===== src/rtl/sli_pkg.sv =====
// Package: shared widths, payload types and codes for the sorted list block.
package sli_pkg;

    localparam int CAPACITY = 16;
    localparam int VAL_W    = 32;
    localparam int CNT_W    = $clog2(CAPACITY + 1);
    localparam int ADDR_W   = $clog2(CAPACITY);

    typedef logic [1:0]       status_t;
    typedef logic [VAL_W-1:0] value_t;

    localparam logic    ACT_INSERT = 1'b0;
    localparam logic    ACT_DELETE = 1'b1;

    localparam status_t ST_DONE      = 2'd0;
    localparam status_t ST_NOT_FOUND = 2'd1;
    localparam status_t ST_FULL      = 2'd2;

    typedef struct packed {
        logic lt;
        logic eq;
    } cmp_t;

endpackage


===== src/rtl/sli_req_if.sv =====
// Interface: request channel (action and value) with valid/ready handshake.
interface sli_req_if
    import sli_pkg::*;
();
    logic   valid;
    logic   ready;
    logic   action;
    value_t value;

    modport source (output valid, output action, output value, input ready);
    modport sink   (input valid, input action, input value, output ready);
endinterface


===== src/rtl/sli_rsp_if.sv =====
// Interface: result channel (status, entry count, smallest) with valid/ready handshake.
interface sli_rsp_if
    import sli_pkg::*;
();
    logic       valid;
    logic       ready;
    status_t    status;
    logic [4:0] entry_count;
    value_t     smallest;

    modport source (output valid, output status, output entry_count, output smallest,
                    input ready);
    modport sink   (input valid, input status, input entry_count, input smallest,
                    output ready);
endinterface


===== src/rtl/sli_ram.sv =====
// Generic single-write, single-read RAM with registered read data.
module sli_ram #(
    parameter int WIDTH = 32,
    parameter int DEPTH = 16
) (
    input  logic                     clk,
    input  logic                     we,
    input  logic [$clog2(DEPTH)-1:0] waddr,
    input  logic [WIDTH-1:0]         wdata,
    input  logic                     re,
    input  logic [$clog2(DEPTH)-1:0] raddr,
    output logic [WIDTH-1:0]         rdata
);
    logic [WIDTH-1:0] mem [DEPTH];
    logic [WIDTH-1:0] rdata_reg;

    always_ff @(posedge clk)
    begin
        if (we)
        begin
            mem[waddr] <= wdata;
        end
        if (re)
        begin
            rdata_reg <= mem[raddr];
        end
    end

    assign rdata = rdata_reg;
endmodule


===== src/rtl/sli_cmp.sv =====
// Shared compare unit: less-than and equality of a stored entry against the request value.
module sli_cmp
    import sli_pkg::*;
(
    input  value_t entry,
    input  value_t value,
    output cmp_t   res
);
    assign res.lt = (entry < value);
    assign res.eq = (entry == value);
endmodule


===== src/rtl/sli_ram_wrap_note.sv =====
// Search and move sequencer: walks the entry store one address at a time.
module sli_seq
    import sli_pkg::*;
(
    input  logic              clk,
    input  logic              rst_n,
    input  logic              start,
    input  logic              action,
    input  value_t            value,
    input  logic              out_free,
    output logic              busy,
    output logic              finish,
    output status_t           status,
    output logic [CNT_W-1:0]  count,
    output value_t            smallest
);
    localparam logic [2:0] S_IDLE = 3'd0;
    localparam logic [2:0] S_SRD  = 3'd1;
    localparam logic [2:0] S_SCMP = 3'd2;
    localparam logic [2:0] S_MRD  = 3'd3;
    localparam logic [2:0] S_MWR  = 3'd4;
    localparam logic [2:0] S_PUT  = 3'd5;
    localparam logic [2:0] S_DONE = 3'd6;

    localparam logic [CNT_W-1:0] FULL_CNT = CNT_W'(CAPACITY);
    localparam logic [CNT_W-1:0] ONE      = CNT_W'(1);

    logic [2:0]       state_reg, state_next;
    logic             act_reg, act_next;
    value_t           val_reg, val_next;
    logic [CNT_W-1:0] cnt_reg, cnt_next;
    logic [CNT_W-1:0] idx_reg, idx_next;
    logic [CNT_W-1:0] pos_reg, pos_next;
    status_t          st_reg, st_next;
    value_t           small_reg, small_next;

    logic             ram_we, ram_re;
    logic [CNT_W-1:0] wr_idx, rd_idx;
    value_t           ram_wdata, ram_rdata;
    cmp_t             cmp;
    logic [CNT_W-1:0] idx_inc, idx_dec;

    sli_ram #(.WIDTH(VAL_W), .DEPTH(CAPACITY)) u_ram (
        .clk   (clk),
        .we    (ram_we),
        .waddr (wr_idx[ADDR_W-1:0]),
        .wdata (ram_wdata),
        .re    (ram_re),
        .raddr (rd_idx[ADDR_W-1:0]),
        .rdata (ram_rdata)
    );

    sli_cmp u_cmp (
        .entry (ram_rdata),
        .value (val_reg),
        .res   (cmp)
    );

    assign idx_inc = idx_reg + ONE;
    assign idx_dec = idx_reg - ONE;

    always_comb
    begin
        state_next = state_reg;
        act_next   = act_reg;
        val_next   = val_reg;
        cnt_next   = cnt_reg;
        idx_next   = idx_reg;
        pos_next   = pos_reg;
        st_next    = st_reg;
        small_next = small_reg;
        ram_we     = 1'b0;
        ram_re     = 1'b0;
        wr_idx     = idx_reg;
        rd_idx     = idx_reg;
        ram_wdata  = ram_rdata;
        finish     = 1'b0;

        case (state_reg)
            S_IDLE:
            begin
                if (start)
                begin
                    act_next = action;
                    val_next = value;
                    st_next  = ST_DONE;
                    idx_next = '0;
                    pos_next = '0;
                    if (action == ACT_INSERT && cnt_reg == FULL_CNT)
                    begin
                        st_next    = ST_FULL;
                        state_next = S_DONE;
                    end
                    else if (cnt_reg == '0)
                    begin
                        if (action == ACT_INSERT)
                        begin
                            state_next = S_PUT;
                        end
                        else
                        begin
                            st_next    = ST_NOT_FOUND;
                            state_next = S_DONE;
                        end
                    end
                    else
                    begin
                        state_next = S_SRD;
                    end
                end
            end
            S_SRD:
            begin
                ram_re     = 1'b1;
                state_next = S_SCMP;
            end
            S_SCMP:
            begin
                if (act_reg == ACT_INSERT)
                begin
                    if (!cmp.lt)
                    begin
                        // entry >= value: open a gap here, move tail up from the end
                        pos_next   = idx_reg;
                        idx_next   = cnt_reg;
                        state_next = S_MRD;
                    end
                    else if (idx_inc == cnt_reg)
                    begin
                        pos_next   = cnt_reg;
                        state_next = S_PUT;
                    end
                    else
                    begin
                        idx_next   = idx_inc;
                        state_next = S_SRD;
                    end
                end
                else
                begin
                    if (cmp.eq)
                    begin
                        pos_next = idx_reg;
                        if (idx_inc == cnt_reg)
                        begin
                            cnt_next   = cnt_reg - ONE;
                            state_next = S_DONE;
                        end
                        else
                        begin
                            state_next = S_MRD;
                        end
                    end
                    else if (idx_inc == cnt_reg)
                    begin
                        st_next    = ST_NOT_FOUND;
                        state_next = S_DONE;
                    end
                    else
                    begin
                        idx_next   = idx_inc;
                        state_next = S_SRD;
                    end
                end
            end
            S_MRD:
            begin
                ram_re     = 1'b1;
                rd_idx     = (act_reg == ACT_INSERT) ? idx_dec : idx_inc;
                state_next = S_MWR;
            end
            S_MWR:
            begin
                ram_we = 1'b1;
                if (idx_reg == '0)
                begin
                    small_next = ram_rdata;
                end
                if (act_reg == ACT_INSERT)
                begin
                    idx_next   = idx_dec;
                    state_next = (idx_dec == pos_reg) ? S_PUT : S_MRD;
                end
                else
                begin
                    idx_next = idx_inc;
                    if (idx_inc == cnt_reg - ONE)
                    begin
                        cnt_next   = cnt_reg - ONE;
                        state_next = S_DONE;
                    end
                    else
                    begin
                        state_next = S_MRD;
                    end
                end
            end
            S_PUT:
            begin
                ram_we    = 1'b1;
                wr_idx    = pos_reg;
                ram_wdata = val_reg;
                if (pos_reg == '0)
                begin
                    small_next = val_reg;
                end
                cnt_next   = cnt_reg + ONE;
                state_next = S_DONE;
            end
            S_DONE:
            begin
                if (out_free)
                begin
                    finish     = 1'b1;
                    state_next = S_IDLE;
                end
            end
            default:
            begin
                state_next = S_IDLE;
            end
        endcase
    end

    always_ff @(posedge clk or negedge rst_n)
    begin
        if (!rst_n)
        begin
            state_reg <= S_IDLE;
            cnt_reg   <= '0;
        end
        else
        begin
            state_reg <= state_next;
            cnt_reg   <= cnt_next;
        end
    end

    always_ff @(posedge clk)
    begin
        act_reg   <= act_next;
        val_reg   <= val_next;
        idx_reg   <= idx_next;
        pos_reg   <= pos_next;
        st_reg    <= st_next;
        small_reg <= small_next;
    end

    assign busy     = (state_reg != S_IDLE);
    assign status   = st_reg;
    assign count    = cnt_reg;
    assign smallest = (cnt_reg == '0) ? '0 : small_reg;
endmodule


===== src/rtl/sorted_list_insert_delete.sv =====
// Top level: sorted value store with insert and delete requests and one result per request.
//
//  channel | dir | fields                          | transfer when
//  --------+-----+---------------------------------+------------------------
//  req     | in  | action, value                   | req.valid && req.ready
//  rsp     | out | status, entry_count, smallest   | rsp.valid && rsp.ready
//
// Flow: one request at a time. The search reads one entry at a time
// through the single store read port and the shared compare unit; each entry moved
// to open or close a gap is read, then written. An insert then writes its value, and the
// sequencer returns to idle before the next request is taken.
// Reset: rst_n clears the sequencer and the entry count; store contents need no clearing.
// Stalls: a finished result waits in the output register; a new request is taken while it
// waits, and the next result is held back until the waiting one has been transferred.
module sorted_list_insert_delete
    import sli_pkg::*;
(
    input  logic       clk,
    input  logic       rst_n,
    sli_req_if.sink    req,
    sli_rsp_if.source  rsp
);
    logic             busy;
    logic             finish;
    logic             out_free;
    status_t          seq_status;
    logic [CNT_W-1:0] seq_count;
    value_t           seq_smallest;
    logic [CNT_W+4:0] cnt_ext;

    logic             rsp_valid_reg, rsp_valid_next;
    status_t          rsp_status_reg;
    logic [4:0]       rsp_count_reg;
    value_t           rsp_small_reg;

    // take a request only while the sequencer is idle
    assign req.ready = !busy;

    // the output register is free when empty or being drained this cycle
    assign out_free = !rsp_valid_reg || rsp.ready;

    sli_seq u_seq (
        .clk      (clk),
        .rst_n    (rst_n),
        .start    (req.valid && !busy),
        .action   (req.action),
        .value    (req.value),
        .out_free (out_free),
        .busy     (busy),
        .finish   (finish),
        .status   (seq_status),
        .count    (seq_count),
        .smallest (seq_smallest)
    );

    // count is reported modulo 32
    assign cnt_ext = {5'b0, seq_count};

    always_comb
    begin
        rsp_valid_next = rsp_valid_reg;
        if (rsp.ready)
        begin
            rsp_valid_next = 1'b0;
        end
        if (finish)
        begin
            rsp_valid_next = 1'b1;
        end
    end

    always_ff @(posedge clk or negedge rst_n)
    begin
        if (!rst_n)
        begin
            rsp_valid_reg <= 1'b0;
        end
        else
        begin
            rsp_valid_reg <= rsp_valid_next;
        end
    end

    // load the result payload as the sequencer finishes
    always_ff @(posedge clk)
    begin
        if (finish)
        begin
            rsp_status_reg <= seq_status;
            rsp_count_reg  <= cnt_ext[4:0];
            rsp_small_reg  <= seq_smallest;
        end
    end

    assign rsp.valid       = rsp_valid_reg;
    assign rsp.status      = rsp_status_reg;
    assign rsp.entry_count = rsp_count_reg;
    assign rsp.smallest    = rsp_small_reg;
endmodule

===== src/flat_wrapper.sv =====
// flat-port wrapper written by rule: the top's interface ports become plain ports
module sorted_list_insert_delete_flat import sli_pkg::*;
  (clk, rst_n, req_valid, req_action, req_value, req_ready, rsp_valid, rsp_status, rsp_entry_count, rsp_smallest, rsp_ready);
  sli_req_if req_i ();
  sli_rsp_if rsp_i ();
  input  logic clk;
  input  logic rst_n;
  input wire logic [$bits(req_i.valid)-1:0] req_valid;
  input wire logic [$bits(req_i.action)-1:0] req_action;
  input wire logic [$bits(req_i.value)-1:0] req_value;
  output wire logic [$bits(req_i.ready)-1:0] req_ready;
  output wire logic [$bits(rsp_i.valid)-1:0] rsp_valid;
  output wire logic [$bits(rsp_i.status)-1:0] rsp_status;
  output wire logic [$bits(rsp_i.entry_count)-1:0] rsp_entry_count;
  output wire logic [$bits(rsp_i.smallest)-1:0] rsp_smallest;
  input wire logic [$bits(rsp_i.ready)-1:0] rsp_ready;
  assign req_i.valid = req_valid;
  assign req_i.action = req_action;
  assign req_i.value = req_value;
  assign req_ready = req_i.ready;
  assign rsp_valid = rsp_i.valid;
  assign rsp_status = rsp_i.status;
  assign rsp_entry_count = rsp_i.entry_count;
  assign rsp_smallest = rsp_i.smallest;
  assign rsp_i.ready = rsp_ready;
  sorted_list_insert_delete u_core (.clk(clk), .rst_n(rst_n), .req(req_i), .rsp(rsp_i));
endmodule

===== config.mk =====
export PLATFORM = sky130hd
export DESIGN_NAME = sorted_list_insert_delete_flat
export DESIGN_NICKNAME = d
export VERILOG_FILES = /design/src/rtl/sli_pkg.sv /design/src/rtl/sli_req_if.sv /design/src/rtl/sli_rsp_if.sv /design/src/rtl/sli_ram.sv /design/src/rtl/sli_cmp.sv /design/src/rtl/sli_ram_wrap_note.sv /design/src/rtl/sorted_list_insert_delete.sv /design/src/flat_wrapper.sv
export SDC_FILE = /design/constraint.sdc
export NUM_CORES = 1
export LEC_CHECK = 0
export ABC_AREA = 1
export BUFFER_PORTS_ARGS = -buffer_cell sky130_fd_sc_hd__clkbuf_2
export CAP_MARGIN = 20
export CORE_MARGIN = 2
export CORE_UTILIZATION = 60
export DETAILED_ROUTE_END_ITERATION = 12
export GPL_ROUTABILITY_DRIVEN = 0
export PLACE_DENSITY = 0.77
export SYNTH_ARGS = -nofsm -noshare
export SYNTH_HDL_FRONTEND = slang
export SYNTH_SLANG_ARGS = --single-unit

===== constraint.sdc =====
create_clock -name clk -period 5.7 [get_ports clk]
set_input_delay 0.57 -clock clk [delete_from_list [all_inputs] [get_ports clk]]
set_output_delay 0.57 -clock clk [all_outputs]
set_load 0.05 [all_outputs]

==> metrics.yaml, run 1 <==
detailed_routing:
  vias: 18300
  wirelength_mm: 66.1
  antenna_left: 0
  maxUsedRoutingLayer: "met4"
  wl_met3_mm: 6.75
  initialDrtViolationCount: 2784
  post_drt_wl_per_cell_um: 22.2
  first_pass_iters: 8
  wl_met1_mm: 25.6
  via_per_inst: 6.15
  drcViolationCount: 0
  wl_met2_mm: 31.3
pwr:
  p_per_area_nw_per_um2: 590
  ir_drop_uv: 615
  p_leak_nw: 11.0
grt:
  grt_first_pass_wirelength_mm: 99.9
  grt_max_degree: 199
  grt_pass1_vias: 17700
  grt_util_all_layers_pct: 27.8
  overflow: 0
  grt_antenna_before_repair: 1
floorplan:
  coreArea_um2: 45400
  die_w_um: 219
  initial_core_util_pct: 60.8
  rows: 78
  dieArea_um2: 47800
  die_y_um: 219
  ioPinCount: 78
timing:
  setup_viol: 0
  min_period_ps: 3680
  max_freq_ghz: 0.272
  finalHoldViolCount: 0
  setup_slack_ps: 2020
  fin_crit_sh_pct: 64.5
  slew_violations: 0
  rsz0062_at_grt: "no"
  fin_tns_setup_ps: 0
  finClkSkew_ps: 20.0
  slew_headroom_pct: 24.8
  tightest_slew_ps: 1130
synth:
  synth_edf_count: 660
  yosysMostFrequentCell: "edfxtp_1"
  ys_ff_latch: 669
  yosys_warnings: 0
  ys_async_sr_fraction_pct: 1.35
  synth_cell_type_count: 35
  yosysTopAreaCell: "edfxtp_1"
  syn_avg_cell_area_um2: 12.3
  syn-num-nets: 2323
  synth_top_area_share_pct: 71.8
  synthCells: 2249
  ys_seq_area_share_pct: 72.6
  synth_top_cells_by_area: "edfxtp_1 (72%), nor2_1 (5.9%), o21ai_0 (5.2%), nand2_1 (3.6%), o211ai_1 (3.5%)"
  netlist_top_cells_count: "edfxtp_1 (660), nor2_1 (437), o21ai_0 (287)"
  ys.flop_type: "edfxtp_1"
  syn_area_um2: 27600
clocking:
  clkLatencyLatePin_ps: 630
  clk_pin_slew_ps: 70
  clock_sinks: 669
  clock-root-buffer: "clkbuf_16"
  ctsHoldBuffers: 1
  cts_buffers: 60
  cts.repair.resized: 0
  postCtsSetupBuffers: 0
  cts_max_level: 2
  cts_tree: "yes"
  cts_buffer_depth: 3
setup_path:
  worstPathRequired_ps: 6020
  crit_path_end_kind: "flop"
  cp-start-kind: "flop"
  critical_path_arrival_ps: 3990
  critPathKind: "flop to flop"
  cp_max_fo: 21
run_status:
  status: "complete, no violations"
cells_and_area:
  final.fill_count: 2993
  multi_input_area_um2: 6710
  final_nets: 2410
  antenna_cells: 0
  syn2layout_area_growth_pct: 12.0
  final_cells: 2979
  max_flop_register: "u_core.u_seq.u_ram.mem"
  area.sequential_um2: 20000
  largest_reg_flops: 512
  drive_gt1_share_pct: 10.8
place:
  dp_slack_ps: 2070
  place.port_buffers: 77
  dp_hpwl_mm: 38.3
  place_inst: 2866
hold_path:
  hold_path.class: "primary input to flop"
job:
  drv_cap: 0
[critical path, cell delays in order, from the launching register on]
cell	delay (ps)
dfrtp_1	450
inv_1	150
nand2_1	150
nor2_2	410
inv_2	170
o21ai_0	380
inv_1	100
nor2_1	160
nand2_1	170
nor2_4	820
buf_4	390
[path summary, 6_finish.rpt]
kind | depth (start not counted) | to | slack, ps | from
max in group asynchronous | 2 | u_core.u_seq.state_reg[2] | 5120 | rst_n
max | 10 | u_core.u_seq.u_ram.mem[10][6] | 2020 | u_core.u_seq.state_reg[1]
min | 1 | u_core.u_seq.val_reg[13] | 120 | req_value[13]
min reg2reg | 0 | u_core.rsp.status[0] | 420 | u_core.u_seq.status[0]
max reg2reg | 10 | u_core.u_seq.u_ram.mem[10][6] | 2020 | u_core.u_seq.state_reg[1]
min in group asynchronous | 2 | u_core.rsp.valid | 350 | rst_n
[cell families after synthesis]
logic type	synth area share (%)
xor gates and xnor gates	0.435
DFF	72.6
and+or+nand+nor	12.0
AOI/OAI and AO/OA	9.61
adders and majority gates	1.68
buffers and inverters	3.69
[placed cells by master (no fill, tap or decap), types with 3 or more instances in the layout]
master	instances
a21oi_1	26
buf_12	9
buf_16	8
buf_4	49
clkbuf_1	12
clkbuf_16	62
clkbuf_2	77
clkinv_1	18
clkinv_2	9
dfrtp_1	9
edfxtp_1	660
ha_1	37
inv_1	116
inv_2	5
nand2_1	261
nand3_1	98
nand4_1	14
nor2_1	419
nor2_4	19
o211ai_1	129
o21ai_0	282
o21ai_1	23
xnor2_1	3
xor2_1	7
[cell type report]
class | instances | area share (%)
Sequential cell | 669 | 64.8
Multi-Input combinational cell | 1337 | 21.7
Clock buffer | 74 | 5.16
Timing Repair Buffer | 145 | 3.80
Tap cell | 600 | 2.43
Inverter | 123 | 1.53
Clock inverter | 31 | 0.562
[metal layers]
metal	vias up	global-route usage, %
met5	-	0
met4	0	11.2
met3	195	4.89
met2	1102	44.2
met1	8845	38.4
li1	8186	-
[per-stage QoR]
stage / instance area, µm² / utilization (%) / hold slack (ps) / total power, mW
finish: 30900 / 68.1 / 117 / 18.3
global route: 30900 / 68.1 / 108 / 19.2
CTS: 30800 / 67.8 / 90.0 / 18.0
global placement: 28800 / 63.4 / 431 / 14.0
floorplan: 27600 / - / 274 / 12.1
detailed placement: 29000 / 63.9 / 405 / 14.3
[where the power goes]
| part | internal [mW] | total, mW | switching [mW] |
|---|---|---|---|
| Combinational | 2.04 | 7.41 | 5.37 |
| Sequential | 6.80 | 7.13 | 0.329 |
| Clock | 2.01 | 3.71 | 1.70 |
Power figures use the tool's default switching activity.
==> run 2, diff against run 1 <==
--- a/config.mk
+++ b/config.mk
@@ -5,14 +5,14 @@
 export SDC_FILE = /design/constraint.sdc
 export NUM_CORES = 1
 export LEC_CHECK = 0
-export ABC_AREA = 1
+export ABC_AREA = 0
 export BUFFER_PORTS_ARGS = -buffer_cell sky130_fd_sc_hd__clkbuf_2
 export CAP_MARGIN = 20
 export CORE_MARGIN = 2
-export CORE_UTILIZATION = 60
+export CORE_UTILIZATION = 56
 export DETAILED_ROUTE_END_ITERATION = 12
 export GPL_ROUTABILITY_DRIVEN = 0
-export PLACE_DENSITY = 0.77
+export PLACE_DENSITY = 0.76
 export SYNTH_ARGS = -nofsm -noshare
 export SYNTH_HDL_FRONTEND = slang
 export SYNTH_SLANG_ARGS = --single-unit
==> constraint.sdc (replaced) <==
create_clock -name clk -period 3.3 [get_ports clk]
set_input_delay 0.33 -clock clk [delete_from_list [all_inputs] [get_ports clk]]
set_output_delay 0.33 -clock clk [all_outputs]
set_load 0.05 [all_outputs]
==> metrics.yaml, run 2 <==
cells_and_area:
  multi_input_area_um2: 6360
  final_cells: 2200
  mostFrequentLayoutCell: "edfxtp_1"
  antenna_cells: 0
  final_cell_mix: "edfxtp_1 (660), mux4_2 (160), clkbuf_2 (77)"
  syn2layout_area_growth_pct: 17.0
  final.fill_count: 3020
  max_flop_register: "u_core.u_seq.u_ram.mem"
  area.sequential_um2: 20000
  final_nets: 1611
  drive_gt1_share_pct: 28.5
  largest_reg_flops: 512
pwr:
  ir_drop_uv: 557
  p_leak_nw: 10.5
  p_seq_share_pct: 40.0
  power_frac_comb_pct: 35.9
  internal_power_mw: 21.1
  switching_share_pct: 31.2
  pwr-share-clk_pct: 24.1
  p_per_area_nw_per_um2: 982
  p_sw_mw: 9.57
synth:
  syn_area_um2: 26700
  yosysMostFrequentCell: "edfxtp_1"
  ys_ff_latch: 669
  ys_async_sr_fraction_pct: 1.35
  synth_top_cells_by_area: "edfxtp_1 (74%), mux4_2 (14%), ha_1 (1.7%), o21ai_0 (0.99%), nand2_1 (0.98%)"
  synth_edf_count: 660
  ys.flop_type: "edfxtp_1"
  syn-num-nets: 1406
  synthCells: 1332
  ys_seq_area_share_pct: 75.1
  synth_top_area_share_pct: 74.3
  yosysTopAreaCell: "edfxtp_1"
  syn_avg_cell_area_um2: 20.0
  synth_cell_type_count: 60
  netlist_top_cells_count: "edfxtp_1 (660), mux4_2 (160), nand2_1 (70)"
  yosys_warnings: 0
clocking:
  cts_buffer_depth: 3
  clock-root-buffer: "clkbuf_16"
  clkLatencyLatePin_ps: 590
  cts_max_level: 3
  postCtsSetupBuffers: 0
  clock_sinks: 669
  cts_tree: "yes"
  clk_pin_slew_ps: 60
  cts_buffers: 67
detailed_routing:
  drcViolationCount: 0
  vias: 13600
  wirelength_mm: 59.1
  antenna_left: 0
  post_drt_wl_per_cell_um: 26.9
  initialDrtViolationCount: 1322
  via_per_inst: 6.19
  first_pass_iters: 7
floorplan:
  coreArea_um2: 47300
  rows: 80
  die_w_um: 222
  initial_core_util_pct: 56.4
  dieArea_um2: 49400
  ioPinCount: 78
  die_y_um: 222
setup_path:
  cp_max_fo: 28
  cp-start-kind: "flop"
  rr_startpoint: "u_core.u_seq.idx_reg[1]"
  worstPathRequired_ps: 3620
  critPathKind: "flop to flop"
  crit_path_end_kind: "flop"
  crit_start: "u_core.u_seq.idx_reg[1]"
  critical_path_arrival_ps: 3410
grt:
  grt_antenna_before_repair: 0
  overflow: 0
  grt_pass1_vias: 14000
  grt_util_all_layers_pct: 24.6
  grt_max_degree: 34
  grt_first_pass_wirelength_mm: 88.2
timing:
  slew_headroom_pct: 31.9
  slew_violations: 0
  tightest_slew_ps: 1020
  rsz0062_at_grt: "no"
  fin_crit_sh_pct: 93.6
  finClkSkew_ps: 22.0
  fin_tns_setup_ps: 0
  max_freq_ghz: 0.324
  finalHoldViolCount: 0
  min_period_ps: 3090
  setup_viol: 0
hold_path:
  min_from: "req_action"
  hold_path.class: "primary input to flop"
place:
  place.port_buffers: 77
  place_inst: 2050
  dp_hpwl_mm: 32.2
run_status:
  status: "complete, no violations"
job:
  drv_cap: 0
==> run 2: power by group through the flow <==
stage	clock, mW	sequential, mW	combinational [mW]
after floorplan	0	12.5	7.43
after global placement	0	12.4	10.7
after detailed placement	0	12.4	11.0
after CTS	7.53	12.3	11.1
after global routing	7.82	12.3	11.8
final	7.41	12.3	11.0
==> run 2: repair_timing <==
item / CTS / global route
endpoints found under the setup margin: 0 / 1
hold endpoints to repair: 41 / 0
hold buffers: 33 / 0
gates resized for setup: 0 / 1
==> run 2: worst paths after layout <==
kind                                           endpoint  slack, ps  cells after the start
max                        u_core.u_seq.u_ram.rdata[23]        210                      7
min                                u_core.u_seq.act_reg         40                      1
max reg2reg                u_core.u_seq.u_ram.rdata[23]        210                      7
min reg2reg                        u_core.rsp.status[1]        430                      0
max in group asynchronous     u_core.u_seq.state_reg[2]       2960                      2
min in group asynchronous     u_core.u_seq.state_reg[0]        140                      2
==> run 2: layout make-up <==
| type | count | share of cell area [%] |
|---|---|---|
| flip-flops and latches | 669 | 64.2 |
| multi-input cells | 556 | 20.4 |
| clock buffers | 81 | 5.81 |
| clock inverters | 36 | 1.01 |
| inverters | 43 | 0.517 |
| well taps | 615 | 2.46 |
| repair buffers | 200 | 5.69 |
==> run 2: stage by stage <==
stage                     setup WS [ps]  power, mW  hold WS, ps  util (%)  cell area [µm²]
after detailed placement            254       23.4          205      60.8            28800
final                               212       30.7         35.8      66.0            31200
after global routing                104       32.0         18.7      66.0            31200
after global placement              330       23.1          207      60.8            28800
after floorplan                    38.8       20.0         34.4         -            26700
after CTS                           234       30.8         9.65      66.0            31200
==> run 2: critical path, cell delays in order (launching register included) <==
cell      delay (ps)
edfxtp_1         390
inv_1            150
ha_1             340
xnor2_1          220
mux2i_4          580
buf_12           280
mux4_2           350
mux4_2           480
==> run 2: cells by family after synthesis <==
| group | Yosys count | synth area share (%) |
|---|---|---|
| and+or+nand+nor | 206 | 3.90 |
| xor gates and xnor gates | 33 | 1.24 |
| DFF | 669 | 75.1 |
| buffers and inverters | 107 | 1.79 |
| adders and majority gates | 37 | 1.73 |
| muxes | 164 | 13.7 |
| AOI/OAI and AO/OA | 116 | 2.58 |
==> run 2: routing by layer <==
layer / global-route usage (%) / part of all wire, % / routed length, µm
met1: 33.4 / 39 / 23000
met2: 40.8 / 51 / 30000
met3: 3.70 / 7.4 / 4350
met4: 9.92 / 3.0 / 1760
met5: 0 / 0 / 0
